[src/design/scpf_pkg.sv]
`timescale 1ns / 1ps
`default_nettype none

package scpf_pkg;

  // Queue between classifier and byte sequencer
  localparam int QueueDepth = 2;

  // APB
  localparam int AddrW = 5;
  localparam int DataW = 32;

  // Register indexes (paddr[4:2])
  localparam logic [2:0] RegServoId    = 3'd0;
  localparam logic [2:0] RegGoalAddr   = 3'd1;
  localparam logic [2:0] RegSpeedAddr  = 3'd2;
  localparam logic [2:0] RegAccelAddr  = 3'd3;
  localparam logic [2:0] RegPosAddr    = 3'd4;

  // Register reset values
  localparam logic [7:0] ServoIdRst    = 8'd1;
  localparam logic [7:0] GoalAddrRst   = 8'd30;
  localparam logic [7:0] SpeedAddrRst  = 8'd32;
  localparam logic [7:0] AccelAddrRst  = 8'd73;
  localparam logic [7:0] PosAddrRst    = 8'd36;

  // Command modes
  localparam logic [2:0] ModeGoal   = 3'd0;
  localparam logic [2:0] ModeSpeed  = 3'd1;
  localparam logic [2:0] ModeAccel  = 3'd2;
  localparam logic [2:0] ModeRead   = 3'd3;
  localparam logic [2:0] ModePing   = 3'd4;
  localparam logic [2:0] ModeAction = 3'd5;
  localparam logic [2:0] ModeCentre = 3'd6;

  // Packet bytes
  localparam logic [7:0] HeaderByte   = 8'hFF;
  localparam logic [7:0] BroadcastId  = 8'hFE;
  localparam logic [7:0] InstPing     = 8'h01;
  localparam logic [7:0] InstRead     = 8'h02;
  localparam logic [7:0] InstWrite    = 8'h03;
  localparam logic [7:0] InstRegWrite = 8'h04;
  localparam logic [7:0] InstAction   = 8'h05;
  localparam logic [7:0] LenWord      = 8'h05;  // instr + addr + two data bytes + checksum
  localparam logic [7:0] LenByte      = 8'h04;  // instr + addr + one byte + checksum
  localparam logic [7:0] LenNone      = 8'h02;  // instr + checksum
  localparam logic [7:0] ReadCount    = 8'h02;
  localparam logic [7:0] CentreLo     = 8'h00;
  localparam logic [7:0] CentreHi     = 8'h08;

  // Body lengths (bytes between header and checksum)
  localparam logic [2:0] BodyWord = 3'd6;
  localparam logic [2:0] BodyByte = 3'd5;
  localparam logic [2:0] BodyNone = 3'd3;
  localparam int         BodyMax  = 6;

  // Value conversion: ticks = floor(512*deg/45) = (deg*GoalRecip) >> 15 for deg < 360
  localparam logic [15:0] GoalSatDeg  = 16'd360;
  localparam logic [11:0] GoalMaxTick = 12'd4095;
  localparam logic [18:0] GoalRecip   = 19'd372828;
  // speed = floor(489*v/55) = (v*SpeedRecip) >> 21 for v <= 55
  localparam logic [15:0] SpeedMaxIn  = 16'd55;
  localparam logic [24:0] SpeedRecip  = 25'd18646059;
  localparam logic [15:0] AccelMax    = 16'd254;

  typedef struct packed {
    logic [2:0]  mode;
    logic [15:0] value;
  } cmd_t;

  typedef struct packed {
    logic [7:0] tx_byte;
    logic       last;
    logic       rejected;
  } tx_t;

  typedef struct packed {
    logic [7:0] servo_id;
    logic [7:0] goal_address;
    logic [7:0] speed_address;
    logic [7:0] accel_address;
    logic [7:0] position_address;
  } cfg_t;

  typedef struct packed {
    logic                     rejected;
    logic [2:0]               body_len;
    logic [BodyMax-1:0][7:0]  body;
  } desc_t;

endpackage

`default_nettype wire

[src/design/servo_command_packet_framer.sv]
// Path: a command is written into the descriptor queue, and the first byte of its
//   packet then goes from the queue head into the tx register.
// Throughput: one byte per cycle from the back sequencer unless tx_stall holds it;
//   a packet is 9 bytes goal/speed/centre, 8 accel/read, 6 ping/action, a refusal 1.
//   Commands are taken every cycle while the descriptor queue (QueueDepth) has room.
// Reset: synchronous, active high; empties the queue, drops tx_valid, and loads the
//   register defaults (id 1, goal 30, speed 32, accel 73, position 36).
`timescale 1ns / 1ps
`default_nettype none

module servo_command_packet_framer #(
  parameter int QueueDepth = scpf_pkg::QueueDepth
) (
  input  wire                          clk,
  input  wire                          rst,
  // command channel
  input  wire                          cmd_valid,
  output logic                         cmd_stall,
  input  wire  scpf_pkg::cmd_t         cmd,
  // byte channel
  output logic                         tx_valid,
  input  wire                          tx_stall,
  output scpf_pkg::tx_t                tx,
  // APB register port
  input  wire                          psel,
  input  wire                          penable,
  input  wire                          pwrite,
  input  wire  [scpf_pkg::AddrW-1:0]   paddr,
  input  wire  [scpf_pkg::DataW-1:0]   pwdata,
  output logic [scpf_pkg::DataW-1:0]   prdata,
  output logic                         pready
);

  // Register file: five bytes at word indexes paddr[4:2]; other indexes ignored on write,
  // read as zero.
  scpf_pkg::cfg_t  cfg;
  logic            reg_wr;
  logic [2:0]      reg_idx;

  // Front to queue
  scpf_pkg::desc_t front_desc;
  logic            q_full;

  // Queue to back
  scpf_pkg::desc_t head;
  logic            head_valid;
  logic            head_pop;

  assign pready  = 1'b1;
  assign reg_idx = paddr[4:2];
  assign reg_wr  = psel && penable && pwrite;

  always_ff @(posedge clk) begin
    if (rst) begin
      cfg.servo_id         <= scpf_pkg::ServoIdRst;
      cfg.goal_address     <= scpf_pkg::GoalAddrRst;
      cfg.speed_address    <= scpf_pkg::SpeedAddrRst;
      cfg.accel_address    <= scpf_pkg::AccelAddrRst;
      cfg.position_address <= scpf_pkg::PosAddrRst;
    end else if (reg_wr) begin
      unique case (reg_idx)
        scpf_pkg::RegServoId:   cfg.servo_id         <= pwdata[7:0];
        scpf_pkg::RegGoalAddr:  cfg.goal_address     <= pwdata[7:0];
        scpf_pkg::RegSpeedAddr: cfg.speed_address    <= pwdata[7:0];
        scpf_pkg::RegAccelAddr: cfg.accel_address    <= pwdata[7:0];
        scpf_pkg::RegPosAddr:   cfg.position_address <= pwdata[7:0];
        default: ;
      endcase
    end
  end

  always_comb begin
    unique case (reg_idx)
      scpf_pkg::RegServoId:   prdata = 32'(cfg.servo_id);
      scpf_pkg::RegGoalAddr:  prdata = 32'(cfg.goal_address);
      scpf_pkg::RegSpeedAddr: prdata = 32'(cfg.speed_address);
      scpf_pkg::RegAccelAddr: prdata = 32'(cfg.accel_address);
      scpf_pkg::RegPosAddr:   prdata = 32'(cfg.position_address);
      default:                prdata = '0;
    endcase
  end

  // Front: range checks, unit conversion and body bytes, straight into the queue.
  scpf_front u_front (
    .cmd  (cmd),
    .cfg  (cfg),
    .desc (front_desc)
  );

  // Stall only on a full queue, so a waiting tx byte never blocks intake.
  assign cmd_stall = q_full;

  scpf_queue #(
    .Depth (QueueDepth)
  ) u_queue (
    .clk      (clk),
    .rst      (rst),
    .wr_valid (cmd_valid),
    .wr_desc  (front_desc),
    .full     (q_full),
    .rd_valid (head_valid),
    .rd_desc  (head),
    .rd_pop   (head_pop)
  );

  // Back: header, body, running checksum; one byte per cycle into tx unless stalled.
  scpf_back u_back (
    .clk        (clk),
    .rst        (rst),
    .head_valid (head_valid),
    .head       (head),
    .head_pop   (head_pop),
    .tx_valid   (tx_valid),
    .tx_stall   (tx_stall),
    .tx         (tx)
  );

endmodule

`default_nettype wire

[src/design/scpf_front.sv]
`timescale 1ns / 1ps
`default_nettype none

module scpf_front (
  input  wire  scpf_pkg::cmd_t  cmd,
  input  wire  scpf_pkg::cfg_t  cfg,
  output scpf_pkg::desc_t       desc
);

  logic [27:0] goal_prod;
  logic [30:0] speed_prod;
  logic [11:0] goal_ticks;
  logic [8:0]  speed_ticks;

  assign goal_prod  = 28'(cmd.value[8:0]) * 28'(scpf_pkg::GoalRecip);
  assign speed_prod = 31'(cmd.value[5:0]) * 31'(scpf_pkg::SpeedRecip);

  // saturation: 360 deg and above give 4096 or more ticks
  assign goal_ticks  = (cmd.value >= scpf_pkg::GoalSatDeg) ? scpf_pkg::GoalMaxTick
                                                          : goal_prod[26:15];
  assign speed_ticks = speed_prod[29:21];

  always_comb begin
    desc          = '0;
    desc.body[0]  = cfg.servo_id;
    unique case (cmd.mode)
      scpf_pkg::ModeGoal: begin
        desc.body_len = scpf_pkg::BodyWord;
        desc.body[1]  = scpf_pkg::LenWord;
        desc.body[2]  = scpf_pkg::InstRegWrite;
        desc.body[3]  = cfg.goal_address;
        desc.body[4]  = goal_ticks[7:0];
        desc.body[5]  = {4'b0, goal_ticks[11:8]};
      end
      scpf_pkg::ModeSpeed: begin
        desc.rejected = (cmd.value > scpf_pkg::SpeedMaxIn);
        desc.body_len = scpf_pkg::BodyWord;
        desc.body[1]  = scpf_pkg::LenWord;
        desc.body[2]  = scpf_pkg::InstWrite;
        desc.body[3]  = cfg.speed_address;
        desc.body[4]  = speed_ticks[7:0];
        desc.body[5]  = {7'b0, speed_ticks[8]};
      end
      scpf_pkg::ModeAccel: begin
        desc.rejected = (cmd.value > scpf_pkg::AccelMax);
        desc.body_len = scpf_pkg::BodyByte;
        desc.body[1]  = scpf_pkg::LenByte;
        desc.body[2]  = scpf_pkg::InstWrite;
        desc.body[3]  = cfg.accel_address;
        desc.body[4]  = cmd.value[7:0];
      end
      scpf_pkg::ModeRead: begin
        desc.body_len = scpf_pkg::BodyByte;
        desc.body[1]  = scpf_pkg::LenByte;
        desc.body[2]  = scpf_pkg::InstRead;
        desc.body[3]  = cfg.position_address;
        desc.body[4]  = scpf_pkg::ReadCount;
      end
      scpf_pkg::ModePing: begin
        desc.body_len = scpf_pkg::BodyNone;
        desc.body[1]  = scpf_pkg::LenNone;
        desc.body[2]  = scpf_pkg::InstPing;
      end
      scpf_pkg::ModeAction: begin
        desc.body_len = scpf_pkg::BodyNone;
        desc.body[0]  = scpf_pkg::BroadcastId;
        desc.body[1]  = scpf_pkg::LenNone;
        desc.body[2]  = scpf_pkg::InstAction;
      end
      scpf_pkg::ModeCentre: begin
        desc.body_len = scpf_pkg::BodyWord;
        desc.body[1]  = scpf_pkg::LenWord;
        desc.body[2]  = scpf_pkg::InstRegWrite;
        desc.body[3]  = cfg.goal_address;
        desc.body[4]  = scpf_pkg::CentreLo;
        desc.body[5]  = scpf_pkg::CentreHi;
      end
      default: begin
        desc.rejected = 1'b1;
      end
    endcase
  end

endmodule

`default_nettype wire

[src/design/scpf_queue.sv]
`timescale 1ns / 1ps
`default_nettype none

module scpf_queue #(
  parameter int Depth = scpf_pkg::QueueDepth
) (
  input  wire                    clk,
  input  wire                    rst,
  input  wire                    wr_valid,
  input  wire  scpf_pkg::desc_t  wr_desc,
  output logic                   full,
  output logic                   rd_valid,
  output scpf_pkg::desc_t        rd_desc,
  input  wire                    rd_pop
);

  localparam int PtrW = (Depth > 1) ? $clog2(Depth) : 1;
  localparam int CntW = $clog2(Depth + 1);

  scpf_pkg::desc_t entry [Depth];
  logic [PtrW-1:0] wr_ptr;
  logic [PtrW-1:0] rd_ptr;
  logic [CntW-1:0] count;
  logic            push;

  assign full     = (count == CntW'(Depth));
  assign rd_valid = (count != '0);
  assign push     = wr_valid && !full;
  assign rd_desc  = entry[rd_ptr];

  always_ff @(posedge clk) begin
    if (push) begin
      entry[wr_ptr] <= wr_desc;
    end
  end

  always_ff @(posedge clk) begin
    if (rst) begin
      wr_ptr <= '0;
      rd_ptr <= '0;
      count  <= '0;
    end else begin
      if (push) begin
        wr_ptr <= (wr_ptr == PtrW'(Depth - 1)) ? '0 : wr_ptr + 1'b1;
      end
      if (rd_pop) begin
        rd_ptr <= (rd_ptr == PtrW'(Depth - 1)) ? '0 : rd_ptr + 1'b1;
      end
      case ({push, rd_pop})
        2'b10:   count <= count + 1'b1;
        2'b01:   count <= count - 1'b1;
        default: count <= count;
      endcase
    end
  end

endmodule

`default_nettype wire

[src/design/scpf_back.sv]
`timescale 1ns / 1ps
`default_nettype none

module scpf_back (
  input  wire                    clk,
  input  wire                    rst,
  input  wire                    head_valid,
  input  wire  scpf_pkg::desc_t  head,
  output logic                   head_pop,
  output logic                   tx_valid,
  input  wire                    tx_stall,
  output scpf_pkg::tx_t          tx
);

  logic [3:0] pos;      // byte position within packet
  logic [7:0] sum;      // running sum of body bytes sent so far
  logic       advance;
  logic       final_byte;
  logic       is_body;
  logic [7:0] byte_sel;

  assign advance    = head_valid && (!tx_valid || !tx_stall);
  assign final_byte = head.rejected || (pos == 4'(head.body_len) + 4'd2);
  assign is_body    = !head.rejected && (pos >= 4'd2) && !final_byte;
  assign head_pop   = advance && final_byte;

  always_comb begin
    if (head.rejected) begin
      byte_sel = 8'h00;
    end else if (pos < 4'd2) begin
      byte_sel = scpf_pkg::HeaderByte;
    end else if (final_byte) begin
      byte_sel = ~sum;
    end else begin
      byte_sel = head.body[3'(pos - 4'd2)];
    end
  end

  always_ff @(posedge clk) begin
    if (rst) begin
      tx_valid <= 1'b0;
      pos      <= '0;
      sum      <= '0;
    end else begin
      if (!tx_valid || !tx_stall) begin
        tx_valid <= head_valid;
      end
      if (advance) begin
        pos <= final_byte ? 4'd0 : pos + 4'd1;
        if (final_byte) begin
          sum <= '0;
        end else if (is_body) begin
          sum <= sum + byte_sel;
        end
      end
    end
  end

  always_ff @(posedge clk) begin
    if (advance) begin
      tx.tx_byte  <= byte_sel;
      tx.last     <= final_byte;
      tx.rejected <= head.rejected;
    end
  end

endmodule

`default_nettype wire

[config.mk]
export PLATFORM = sky130hd
export DESIGN_NAME = servo_command_packet_framer
export DESIGN_NICKNAME = d
export VERILOG_FILES = /design/src/design/scpf_pkg.sv /design/src/design/servo_command_packet_framer.sv /design/src/design/scpf_front.sv /design/src/design/scpf_queue.sv /design/src/design/scpf_back.sv
export SDC_FILE = /design/constraint.sdc
export NUM_CORES = 1
export LEC_CHECK = 0
export BUFFER_PORTS_ARGS = -buffer_cell sky130_fd_sc_hd__buf_2
export CELL_PAD_IN_SITES_DETAIL_PLACEMENT = 0
export CELL_PAD_IN_SITES_GLOBAL_PLACEMENT = 1
export CORE_ASPECT_RATIO = 1.1
export CORE_MARGIN = 8
export CORE_UTILIZATION = 46
export CTS_CLUSTER_DIAMETER = 50
export DETAILED_ROUTE_END_ITERATION = 16
export PLACE_DENSITY_LB_ADDON = 0.1
export SETUP_SLACK_MARGIN = 0.15
export SYNTH_ARGS = -nofsm -noshare
export SYNTH_HDL_FRONTEND = slang
export SYNTH_SLANG_ARGS = --single-unit
[constraint.sdc]
create_clock -name clk -period 6.3 [get_ports clk]
set_input_delay 1.26 -clock clk [delete_from_list [all_inputs] [get_ports clk]]
set_output_delay 1.26 -clock clk [all_outputs]
set_load 0.005 [all_outputs]
==> summary.md, run 1 <==
| Metric | Value |
|---|---|
| Register area share after synthesis | `35.17%` |
| Placed cell area | `around 11,000 sq um` |
| Antenna cells | `0` |
| Routability cong. | `~0.87` |
| Period utilization | `86.15%` |
| Ys async rst share | `0%` |
| DRC viols | `0` |
| Nets | `around 1,300` |
| CTS tree | `built` |
| Via/cell ratio | `around 5.4` |
| Vias in the first global route | `between 7,000 and 8,000` |
| Max stage delay on crit path | `approximately 0.50 ns` |
| Final Skew | `0.007967 ns` |
| Syn Inst Count | `a little over 1,000` |
| Worst Path Max Fanout | `7` |
| Total grt overflow | `0` |
| Num CTS Buffers | `17` |
| Die Span Y | `~180 um` |
| Routed len/inst | `between 15 and 20 um` |
| Hpwl dp | `roughly 20 mm` |
| Max-Cap Viols | `0` |
| Final worst path period need | `roughly 5.4 ns` |
| Fmax | `roughly 180 MHz` |
| Power per cell area | `roughly 320 nW/um^2` |
| Slew headroom | `25.99%` |
| Post-synth EDFFs | `86` |
| Design Power | `0.003759 W` |
| Final setup violation count | `0` |
| I/O pin count | `roughly 110` |
| Mapped cell area | `between 10,000 and 15,000 sq um` |
| Syn Area/Cell | `10.51 sq um` |
| CTS max path bufs | `2` |
| Clock Root Buffer | `clkbuf_16` |
| Cell area after layout | `11,770 sq um` |
| Post-CTS Setup Bufs | `0` |
| Cells resized by post-CTS repair | `0` |
| Warnings from Yosys | `0` |
| Port bufs | `between 50 and 60` |
| Post-Route WL | `roughly 26 mm` |
| H-tree depth | `4` |
| Crit-path slowest cell | `fa_1` |
| Startpoint types | `input pin` |
| Via count | `7,500` |
| Final Max Slew Viols | `0` |
| #FFs+latches synth | `around 140` |
| RSZ-0062 raised after global routing | `no` |
| Total GRT Usage | `18.63%` |
| Synth top area cells | `edfxtp_1 (24%), ha_1 (14%), dfxtp_1 (11%)` |
| Ys flop type | `edfxtp_1` |
| Layout cells sized above 1 | `~14%` |
| Hold buffer count at cts | `0` |
| Die area | `~28,000 sq um` |
| Critical path class | `in2reg` |
| Post-synth top cells | `ha_1 (123), inv_1 (99), nor2_1 (87), edfxtp_1 (86), mux2i_1 (59)` |
| Hold Crit Depth | `2` |
| Final Hold Violating Endpoints | `0` |
| Core area | `approximately 23,000 sq um` |
| Die width | `161.0 um` |
| Status | `completed` |
| Worst VDD drop | `approximately 0.18 mV` |
| Hold WS | `0.4787 ns` |
| Row cnt | `58` |
| Cell with the most instances after synthesis | `ha_1` |
| Antenna violations before repair | `0` |
| Placed Cells | `~1,400` |
| Layout area overhead | `10.53%` |
| First-pass GRT wire length | `a little over 40 mm` |
| Worst Path Arrival | `~5.6 ns` |
| Reg clk slew, reported paths | `roughly 0.06 ns` |
| Initial Util | `a little under half` |
| Antenna Violating Nets Remaining | `0` |
| CP required | `roughly 6.5 ns` |
| R2R cell count | `15` |
| Cell taking the most area after synthesis | `edfxtp_1` |
| Fin cells | `~1,400` |
| Yosys top cell area share | `between 20% and 30%` |
| Worst Setup End Kind | `flip-flop` |
| Clock Latency Late Sink | `0.42 ns` |
| Hold crit path type | `reg2reg` |
| Synth cell types | `74` |
| Clock tree sinks | `144` |
| DRT Pass-1 Iters | `5` |
| Initial DRC count | `a little over 400` |
| CP Cell Sequence | `buf_2 -> inv_1 -> ha_1 -> ha_1 -> inv_1 -> fa_1 -> inv_1 -> fa_1 -> ha_1 -> o21ai_0 -> nor3_1 -> a31oi_1 -> a21oi_1 -> a211oi_1 -> xor2_1 -> a21o_1 -> a221oi_1` |
| Worst slew pin tran | `1.108 ns` |
| Setup TNS | `0 ns` |
| Cell leakage power | `around 5 nW` |
| Largest net degree at the start of global routing | `60` |
[worst max-delay path, delay by kind of cell]
kind	cells	cell delay, ns
and+or+nand+nor	1	0.09
xor gates and xnor gates	1	0.12
AOI/OAI and AO/OA	6	1.72
buffers and inverters	4	0.44
adders and majority gates	5	1.97
[worst paths after layout]
check                        from              endpoint  slack [ns]
setup reg to reg        flip-flop         u_back.sum[7]        1.76
hold / removal    u_back.tx_valid       u_back.tx_valid        0.48
hold reg to reg   u_back.tx_valid       u_back.tx_valid        0.48
setup / recovery           cmd[7]  u_queue.entry[0][30]        0.87
[layout make-up]
cell class	count	area, sq um
Inverter	103	386.6
Clock inverter	14	152.6
Multi-Input combinational cell	729	6264
Timing Repair Buffer	74	415.4
Sequential cell	144	3744
Tap cell	300	375.4
Fill cell	2136	11020
Clock buffer	18	429.2
[logic make-up after synthesis]
logic type | Yosys count | synth area share [%]
fa+ha+maj | 167 | 22.73
flops | 144 | 35.17
other cells | 2 | 0.07055
simple gates | 225 | 10.08
xor+xnor | 29 | 2.386
mux | 82 | 9.532
compound gates | 201 | 13.14
buf+inv | 163 | 6.888
[layer usage]
layer,up-vias,global-route usage [%],wire (um)
met5,-,0,0
met4,0,4.131,200
met3,9,2.927,999
met2,151,30.10,12320
met1,3628,25.88,12550
li1,3712,-,-
[per-stage QoR]
step | setup WS, ns | utilization [%]
floorplan | 1.073 | -
global placement | 0.5199 | 49.08
detailed placement | 0.4425 | 49.08
CTS | 0.8965 | 51.64
global route | 0.6288 | 51.64
finish | 0.8723 | 51.64
[report_power, final]
group / internal [W] / switching [W]
registers: 0.00118 / 0.0000420
logic: 0.000632 / 0.000903
clock network: 0.000589 / 0.000415
total: 0.00240 / 0.00136
[cell usage in the layout (no fill, tap or decap), types with 4 or more instances in the layout]
cell type / instances
buf_2: 56
and3_1: 6
dfxtp_1: 58
nand2_1: 44
mux2_2: 4
inv_1: 99
o21ai_1: 7
o31ai_1: 4
fa_1: 44
inv_6: 6
ha_1: 123
nand2b_1: 12
edfxtp_1: 86
o21ai_0: 22
a21oi_1: 46
nand4_1: 4
or3_1: 8
nor2b_1: 14
clkbuf_16: 17
conb_1: 25
nand3_1: 17
a31oi_1: 10
mux2i_1: 59
a211o_1: 11
xnor2_1: 18
mux4_2: 14
xor2_1: 11
a22oi_1: 18
nor2_1: 86
a21o_1: 17
buf_4: 18
a211oi_1: 7
o211ai_1: 8
nor3_1: 16
o22ai_1: 16
clkinvlp_4: 4
a22oi_2: 7
[registers in the layout (all words and copies together) (netlist names), named ones only]
signal,cells
cfg,40
u_back.pos,4
u_back.sum,8
u_back.tx,10
u_back.tx_valid,1
u_queue.count,2
u_queue.entry,76
u_queue.rd_ptr,1
u_queue.wr_ptr,1
(Power assumes the default switching activity.)
==> run 2, diff against run 1 <==
Settings changed: ABC_AREA set to 1.
==> run 2 against run 1 <==
Wire length increased by 11%; die area is 3.4% higher; count of clock-buffer cells in the layout did not move; sequential cell count unchanged; critical path depth increased by 1; critical path type unchanged; critical endpoint is now u_queue.entry[0][33]; largest cell class unchanged.
==> summary.md, run 2 <==
| Metric | Value |
|---|---|
| Vias in the first global route | `8,853 (was 7,539)` |
| Clock Latency Late Sink | `0.42 ns (about the same)` |
| Placed Cells | `1,698 (was 1,350)` |
| Syn Area/Cell | `8.165 sq um (was 10.51 sq um)` |
| Reg clk slew, reported paths | `0.06 ns (about the same)` |
| Placed cell area | `11,600 sq um (was 11,180 sq um)` |
| Hold crit path type | `reg2reg (unchanged)` |
| CP required | `6.41 ns (was 6.46 ns)` |
| Status | `completed (unchanged)` |
| Final Max Slew Viols | `0 (unchanged)` |
| Final Hold Violating Endpoints | `0 (unchanged)` |
| Row cnt | `59 (was 58)` |
| Commonest non-fill, non-tap cell in the layout | `nand2_1 (was ha_1)` |
| Cell with the most instances after synthesis | `nand2_1 (was ha_1)` |
| Critical path class | `in2reg (unchanged)` |
| Final worst path period need | `5.315 ns (was 5.428 ns)` |
| DRT Pass-1 Iters | `5 (unchanged)` |
| Cell area after layout | `12,220 sq um (was 11,770 sq um)` |
| Largest registers | `u_queue.entry (76), cfg (40), u_back.tx (10) (unchanged)` |
| Via count | `9,136 (was 7,500)` |
| Power per cell area | `350.6 nW/um^2 (was 319.4 nW/um^2)` |
| Yosys top cell area share | `23.38% (was 24.26%)` |
| Cell taking the most area after synthesis | `edfxtp_1 (unchanged)` |
| Die area | `29,240 sq um (was 28,270 sq um)` |
| Core area | `23,620 sq um (was 22,790 sq um)` |
| Port bufs | `56 (unchanged)` |
| CTS max path bufs | `2 (unchanged)` |
| Commonest non-fill, non-tap cells in the layout | `nand2_1 (244), inv_1 (196), nor2_1 (140) (was ha_1 (123), inv_1 (99), nor2_1 (86), edfxtp_1 (86), mux2i_1 (59))` |
| Worst Path Arrival | `5.43 ns (was 5.59 ns)` |
| Total grt overflow | `0 (unchanged)` |
| DRC viols | `0 (unchanged)` |
| Startpoint types | `input pin (unchanged)` |
| Fin cells | `1,730 (was 1,382)` |
| Post-CTS Setup Bufs | `0 (unchanged)` |
| Via/cell ratio | `5.281 (was 5.427)` |
| Ys flop type | `edfxtp_1 (unchanged)` |
| Clock Root Buffer | `clkbuf_16 (unchanged)` |
| Worst Setup End Kind | `flip-flop (unchanged)` |
| Cell leakage power | `5.697 nW (was 5.111 nW)` |
| Post-Route WL | `29.04 mm (was 26.06 mm)` |
| First-pass GRT wire length | `46.86 mm (was 41.56 mm)` |
| Die Span Y | `178.5 um (was 175.6 um)` |
| Post-synth EDFFs | `86 (unchanged)` |
| Routability cong. | `0.8905 (was 0.8712)` |
| Slew headroom | `24.62% (was 25.99%)` |
| Final setup violation count | `0 (unchanged)` |
| Num CTS Buffers | `17 (unchanged)` |
| Register area share after synthesis | `33.89% (was 35.17%)` |
| Syn Inst Count | `1,353 (was 1,013)` |
| Period utilization | `84.37% (was 86.15%)` |
| CTS tree | `built (unchanged)` |
| Ys async rst share | `0% (unchanged)` |
| Hpwl dp | `22.34 mm (was 19.68 mm)` |
| I/O pin count | `108 (unchanged)` |
| Antenna Violating Nets Remaining | `0 (unchanged)` |
| H-tree depth | `4 (unchanged)` |
| Antenna violations before repair | `2 (was 0)` |
| Setup TNS | `0 ns (unchanged)` |
| RSZ-0062 raised after global routing | `no (unchanged)` |
| Routed len/inst | `16.79 um (was 18.86 um)` |
| Synth top area cells | `edfxtp_1 (23%), ha_1 (14%), dfxtp_1 (11%) (was edfxtp_1 (24%), ha_1 (14%), dfxtp_1 (11%))` |
| Warnings from Yosys | `0 (unchanged)` |
| Initial DRC count | `605 (was 415)` |
| Die width | `163.8 um (was 161.0 um)` |
| Worst VDD drop | `0.2327 mV (was 0.1769 mV)` |
| Biggest register | `u_queue.entry (unchanged)` |
| Final Skew | `0.01169 ns (was 0.007967 ns)` |
| Hold buffer count at cts | `0 (unchanged)` |
| Synth cell types | `52 (was 74)` |
| Design Power | `0.004284 W (was 0.003759 W)` |
| Cells resized by post-CTS repair | `0 (unchanged)` |
| Clock tree sinks | `144 (unchanged)` |
| Layout cells sized above 1 | `8.982% (was 13.86%)` |
| #FFs+latches synth | `144 (unchanged)` |
| Largest net degree at the start of global routing | `42 (was 60)` |
| Worst Path Max Fanout | `13 (was 7)` |
| Nets | `1,642 (was 1,299)` |
| Worst slew pin tran | `1.128 ns (was 1.108 ns)` |
| Layout area overhead | `10.61% (was 10.53%)` |
| Max-Cap Viols | `0 (unchanged)` |
| Fmax | `188.1 MHz (was 184.2 MHz)` |
| Mapped cell area | `11,050 sq um (was 10,650 sq um)` |
| Antenna cells | `0 (unchanged)` |
| Post-synth top cells | `nand2_1 (244), inv_1 (196), nor2_1 (142), ha_1 (123), o21ai_0 (104) (was ha_1 (123), inv_1 (99), nor2_1 (87), edfxtp_1 (86), mux2i_1 (59))` |
| Max reg flops | `76 (unchanged)` |
| Total GRT Usage | `20.32% (was 18.63%)` |
| Initial Util | `46.76% (was 46.72%)` |
[run 2: final timing paths]
check	slack, ns	start	end	cells past startpoint
max reg2reg	2.11	flip-flop	u_back.sum[6]	24
min	0.46	u_queue.rd_ptr	u_queue.rd_ptr	1
max	0.98	cmd[5]	u_queue.entry[0][33]	18
min reg2reg	0.46	u_queue.rd_ptr	u_queue.rd_ptr	1
[run 2: stage by stage]
step	util (%)	worst slack, ns	hold WS (ns)
after floorplan	-	1.385	0.4255
after global placement	49.10	0.6098	0.4325
after detailed placement	49.10	0.5878	0.4490
after CTS	51.73	1.007	0.4587
after global routing	51.73	0.8001	0.4923
final	51.73	0.9846	0.4613
[run 2: cell type report]
class / instances / area, sq um
clock inverter: 14 / 190.2
fill: 2290 / 11400
tap: 305 / 381.6
clock buffer: 18 / 429.2
inverter: 201 / 754.5
timing repair buffer: 66 / 355.3
sequential: 144 / 3744
multi-input combinational: 982 / 6365
[run 2: power breakdown]
| group | total [W] | switching (W) | internal (W) |
|---|---|---|---|
| sequential | 0.00126 | 0.0000688 | 0.00119 |
| clock | 0.00106 | 0.000398 | 0.000662 |
| combinational | 0.00196 | 0.00130 | 0.000661 |
[run 2: layer usage]
layer	wire length, um	share of wire, %	vias to the layer above	global-route usage [%]
li1	-	-	4639	-
met1	13850	48	4252	27.94
met5	20	0.069	-	0
met2	13120	45	218	32.41
met4	240	0.83	4	3.791
met3	1808	6.2	23	4.501
[run 2: critical path: stages]
cell     delay [ns]
buf_2          0.31
ha_1           0.33
inv_1          0.22
fa_1           0.49
fa_1           0.55
inv_1          0.06
fa_1           0.52
inv_1          0.04
ha_1           0.36
nand2_1        0.14
nor2_1         0.16
inv_1          0.07
nor2_1         0.11
nor2_1         0.06
nand3_1        0.10
nand2_1        0.05
o21ai_0        0.35
nand3_1        0.23
[run 2: logic make-up after synthesis]
| logic type | Yosys count | share of synthesized area [%] |
|---|---|---|
| DFF | 144 | 33.89 |
| xor gates and xnor gates | 8 | 0.6343 |
| adders and majority gates | 167 | 21.91 |
| and+or+nand+nor | 498 | 19.03 |
| other | 2 | 0.06798 |
| AOI/OAI and AO/OA | 284 | 15.02 |
| buffers and inverters | 250 | 9.457 |
==> run 3, diff against run 2 <==
Settings changed: CORE_UTILIZATION 46 to 41.
Clock period 6.3 ns to 4.3 ns, I/O delays scaled along.
==> run 3 against run 2 <==
Wire length grew 8.6%; non-clock buffer count grew 131; critical path depth did not move; clock power grew 45%; worst setup slack got worse by 0.80 ns; sequential cell count stayed put; die area rose by 11%; combinational power grew 110%; via count rose by 5.7%; power is 75% higher.
==> summary.md, run 3 (synthesis results as in run 2) <==
| Metric | Value |
|---|---|
| Worst VDD drop | `0.2628 mV (was 0.2327 mV)` |
| Net Sw Power | `0.003104 W (was 0.001769 W)` |
| Via/cell ratio | `5.050 (was 5.281)` |
| Vias in the first global route | `9,676 (was 8,853)` |
| Crit path max-delay family | `adder cells (unchanged)` |
| Storage cell area | `3744 sq um (unchanged)` |
| Final Max Slew Viols | `0 (unchanged)` |
| Pint | `0.004392 W (was 0.002515 W)` |
| CP Cell Sequence | `buf_8 -> fa_1 -> inv_2 -> fa_1 -> inv_1 -> fa_1 -> ha_4 -> ha_4 -> nand2_4 -> buf_6 -> nor4_2 -> nand2_1 -> nand2_2 -> nand2_2 -> nand2_2 -> xor2_1 -> o21ai_1 -> nand2_1 (was buf_2 -> ha_1 -> inv_1 -> fa_1 -> fa_1 -> inv_1 -> fa_1 -> inv_1 -> ha_1 -> nand2_1 -> nor2_1 -> inv_1 -> nor2_1 -> nor2_1 -> nand3_1 -> nand2_1 -> o21ai_0 -> nand3_1)` |
| Commonest non-fill, non-tap cells in the layout | `nand2_1 (223), inv_1 (180), buf_4 (134) (was nand2_1 (244), inv_1 (196), nor2_1 (140))` |
| Fmax | `~240 MHz` |
| RSZ-0062 raised after global routing | `yes (was no)` |
| Worst Setup End Kind | `flip-flop (unchanged)` |
| Hold buffer count at cts | `0 (unchanged)` |
| Largest net degree at the start of global routing | `39 (was 42)` |
| Clock tree sinks | `144 (unchanged)` |
| Hold WS | `0.4516 ns (was 0.4613 ns)` |
| Max reg flops | `76 (unchanged)` |
| DRT Pass-1 Iters | `5 (unchanged)` |
| Worst Path Max Fanout | `3 (was 13)` |
| Final setup violation count | `0 (unchanged)` |
| CP required | `4.45 ns (was 6.41 ns)` |
| Slew headroom | `23.82% (was 24.62%)` |
| Initial Util | `41.34% (was 46.76%)` |
| Commonest non-fill, non-tap cell in the layout | `nand2_1 (unchanged)` |
| Critical path class | `in2reg (unchanged)` |
| Seq pwr share | `24.3% (was 29.4%)` |
| Max stage delay on crit path | `0.55 ns (about the same)` |
| Row cnt | `63 (was 59)` |
| Multi-input logic area | `7091 sq um (was 6365 sq um)` |
| Clock Root Buffer | `clkbuf_16 (unchanged)` |
| Post-Route WL | `31.54 mm (was 29.04 mm)` |
| Nets | `1,773 (was 1,642)` |
| Clock Latency Late Sink | `0.42 ns (about the same)` |
| Antenna Violating Nets Remaining | `0 (unchanged)` |
| Cell leakage power | `6.418 nW (was 5.697 nW)` |
| Combinational share of power | `55.2% (was 45.8%)` |
| Worst Path Arrival | `4.27 ns (was 5.43 ns)` |
| Die Span Y | `188.2 um (was 178.5 um)` |
| Core area | `26,720 sq um (was 23,620 sq um)` |
| Initial DRC count | `661 (was 605)` |
| Power per cell area | `532.1 nW/um^2 (was 350.6 nW/um^2)` |
| Fin cells | `1,913 (was 1,730)` |
| Sw Share | `41.41% (was 41.29%)` |
| Fillers | `2,515 (was 2,290)` |
| Largest registers | `u_queue.entry (76), cfg (40), u_back.tx (10) (unchanged)` |
| I/O pin count | `108 (unchanged)` |
| Clk pwr share | `20.5% (was 24.7%)` |
| Layout cells sized above 1 | `24.49% (was 8.982%)` |
| Routed len/inst | `16.49 um (was 16.79 um)` |
| Placed cell area | `12,590 sq um (was 11,600 sq um)` |
| Routability cong. | `0.8742 (was 0.8905)` |
| Design Power | `0.007497 W (was 0.004284 W)` |
| Via count | `9,661 (was 9,136)` |
| Port bufs | `56 (unchanged)` |
| Biggest register | `u_queue.entry (unchanged)` |
| H-tree depth | `4 (unchanged)` |
| Layout area overhead | `27.55% (was 10.61%)` |
| Antenna violations before repair | `2 (unchanged)` |
| Cell area after layout | `14,090 sq um (was 12,220 sq um)` |
| Num CTS Buffers | `17 (unchanged)` |
| Hold crit path type | `reg2reg (unchanged)` |
| Final Hold Violating Endpoints | `0 (unchanged)` |
| Status | `completed (unchanged)` |
| Startpoint types | `input pin (unchanged)` |
| Die width | `172.5 um (was 163.8 um)` |
| Crit-path slowest cell | `fa_1 (unchanged)` |
| First-pass GRT wire length | `50.86 mm (was 46.86 mm)` |
| Antenna cells | `0 (unchanged)` |
| Worst slew pin tran | `1.140 ns (was 1.128 ns)` |
| Buffers & Inverters on Critical Path | `4 (was 5)` |
| DRC viols | `0 (unchanged)` |
| Reg clk slew, reported paths | `0.06 ns (about the same)` |
| CTS max path bufs | `2 (unchanged)` |
| Placed Cells | `1,862 (was 1,698)` |
| CTS tree | `built (unchanged)` |
| Max-Cap Viols | `0 (unchanged)` |
| Die area | `32,460 sq um (was 29,240 sq um)` |
| Final worst path period need | `about 4.1 ns` |
| Final Skew | `0.01352 ns (was 0.01169 ns)` |
| Total GRT Usage | `19.40% (was 20.32%)` |
| Hpwl dp | `24.53 mm (was 22.34 mm)` |
| Total grt overflow | `0 (unchanged)` |
| Period utilization | `95.71%` |
run 3: area by class of cell:
type,count,share of cell area [%]
Clock buffer,18,3.117
Clock inverter,14,1.261
Inverter,201,5.399
Multi-Input combinational cell,982,50.32
Sequential cell,144,26.57
Tap cell,357,3.170
Timing Repair Buffer,197,10.16
run 3: worst reg2reg max path: stages (launching register included):
cell	delay, ns
dfxtp_1	0.34
buf_4	0.23
nand2_1	0.10
nand2_1	0.09
ha_1	0.24
nand2_1	0.07
nand2_1	0.05
nor2_1	0.17
nand3_4	0.19
nand2_8	0.16
inv_1	0.13
a21oi_1	0.17
nor2_1	0.08
ha_1	0.23
fa_1	0.41
a21oi_1	0.18
o21bai_1	0.10
nand2_1	0.09
nand2_1	0.06
a21oi_1	0.15
or2_2	0.13
nand3_1	0.06
a21oi_1	0.13
run 3: metrics by stage:
step	util (%)	TNS [ns]	setup slack, ns
finish	52.73	0	0.1843
global route	52.73	0	0.03102
CTS	50.18	0	0.1333
detailed placement	47.10	-9.660	-0.4608
global placement	47.10	-8.947	-0.4229
floorplan	-	-0.009527	-0.004763
run 3: layer usage:
layer / track usage, % / up-vias / part of all wire (%)
met3: 3.660 / 36 / 4.6
met1: 26.22 / 4524 / 48
met4: 4.754 / 4 / 1.5
met2: 31.47 / 191 / 46
met5: 0 / - / 0.086
li1: - / 4906 / -
run 3: final timing paths:
kind,startpoint,to,slack [ns],depth (start not counted)
worst max-delay path,cmd[8],u_queue.entry[1][34],0.18,18
worst min-delay path,u_queue.rd_ptr,u_queue.rd_ptr,0.45,1
worst min register to register,u_queue.rd_ptr,u_queue.rd_ptr,0.45,1
worst max register to register,flip-flop,u_back.sum[6],0.69,22
run 3: what timing repair did:
action,4_1_cts,5_1_grt
pin swaps,15,59
setup endpoints to repair,24,24
resized for setup,39,135
buffers inserted,2,17
run 3: power by group through the flow:
stage	Combinational (W)	Clock, W	Sequential (W)
2_1_floorplan	0.00216	0	0.00185
3_3_place_gp	0.00336	0	0.00185
3_5_place_dp	0.00337	0	0.00185
4_1_cts	0.00355	0.00156	0.00182
5_1_grt	0.00463	0.00163	0.00184
6_report	0.00414	0.00154	0.00182
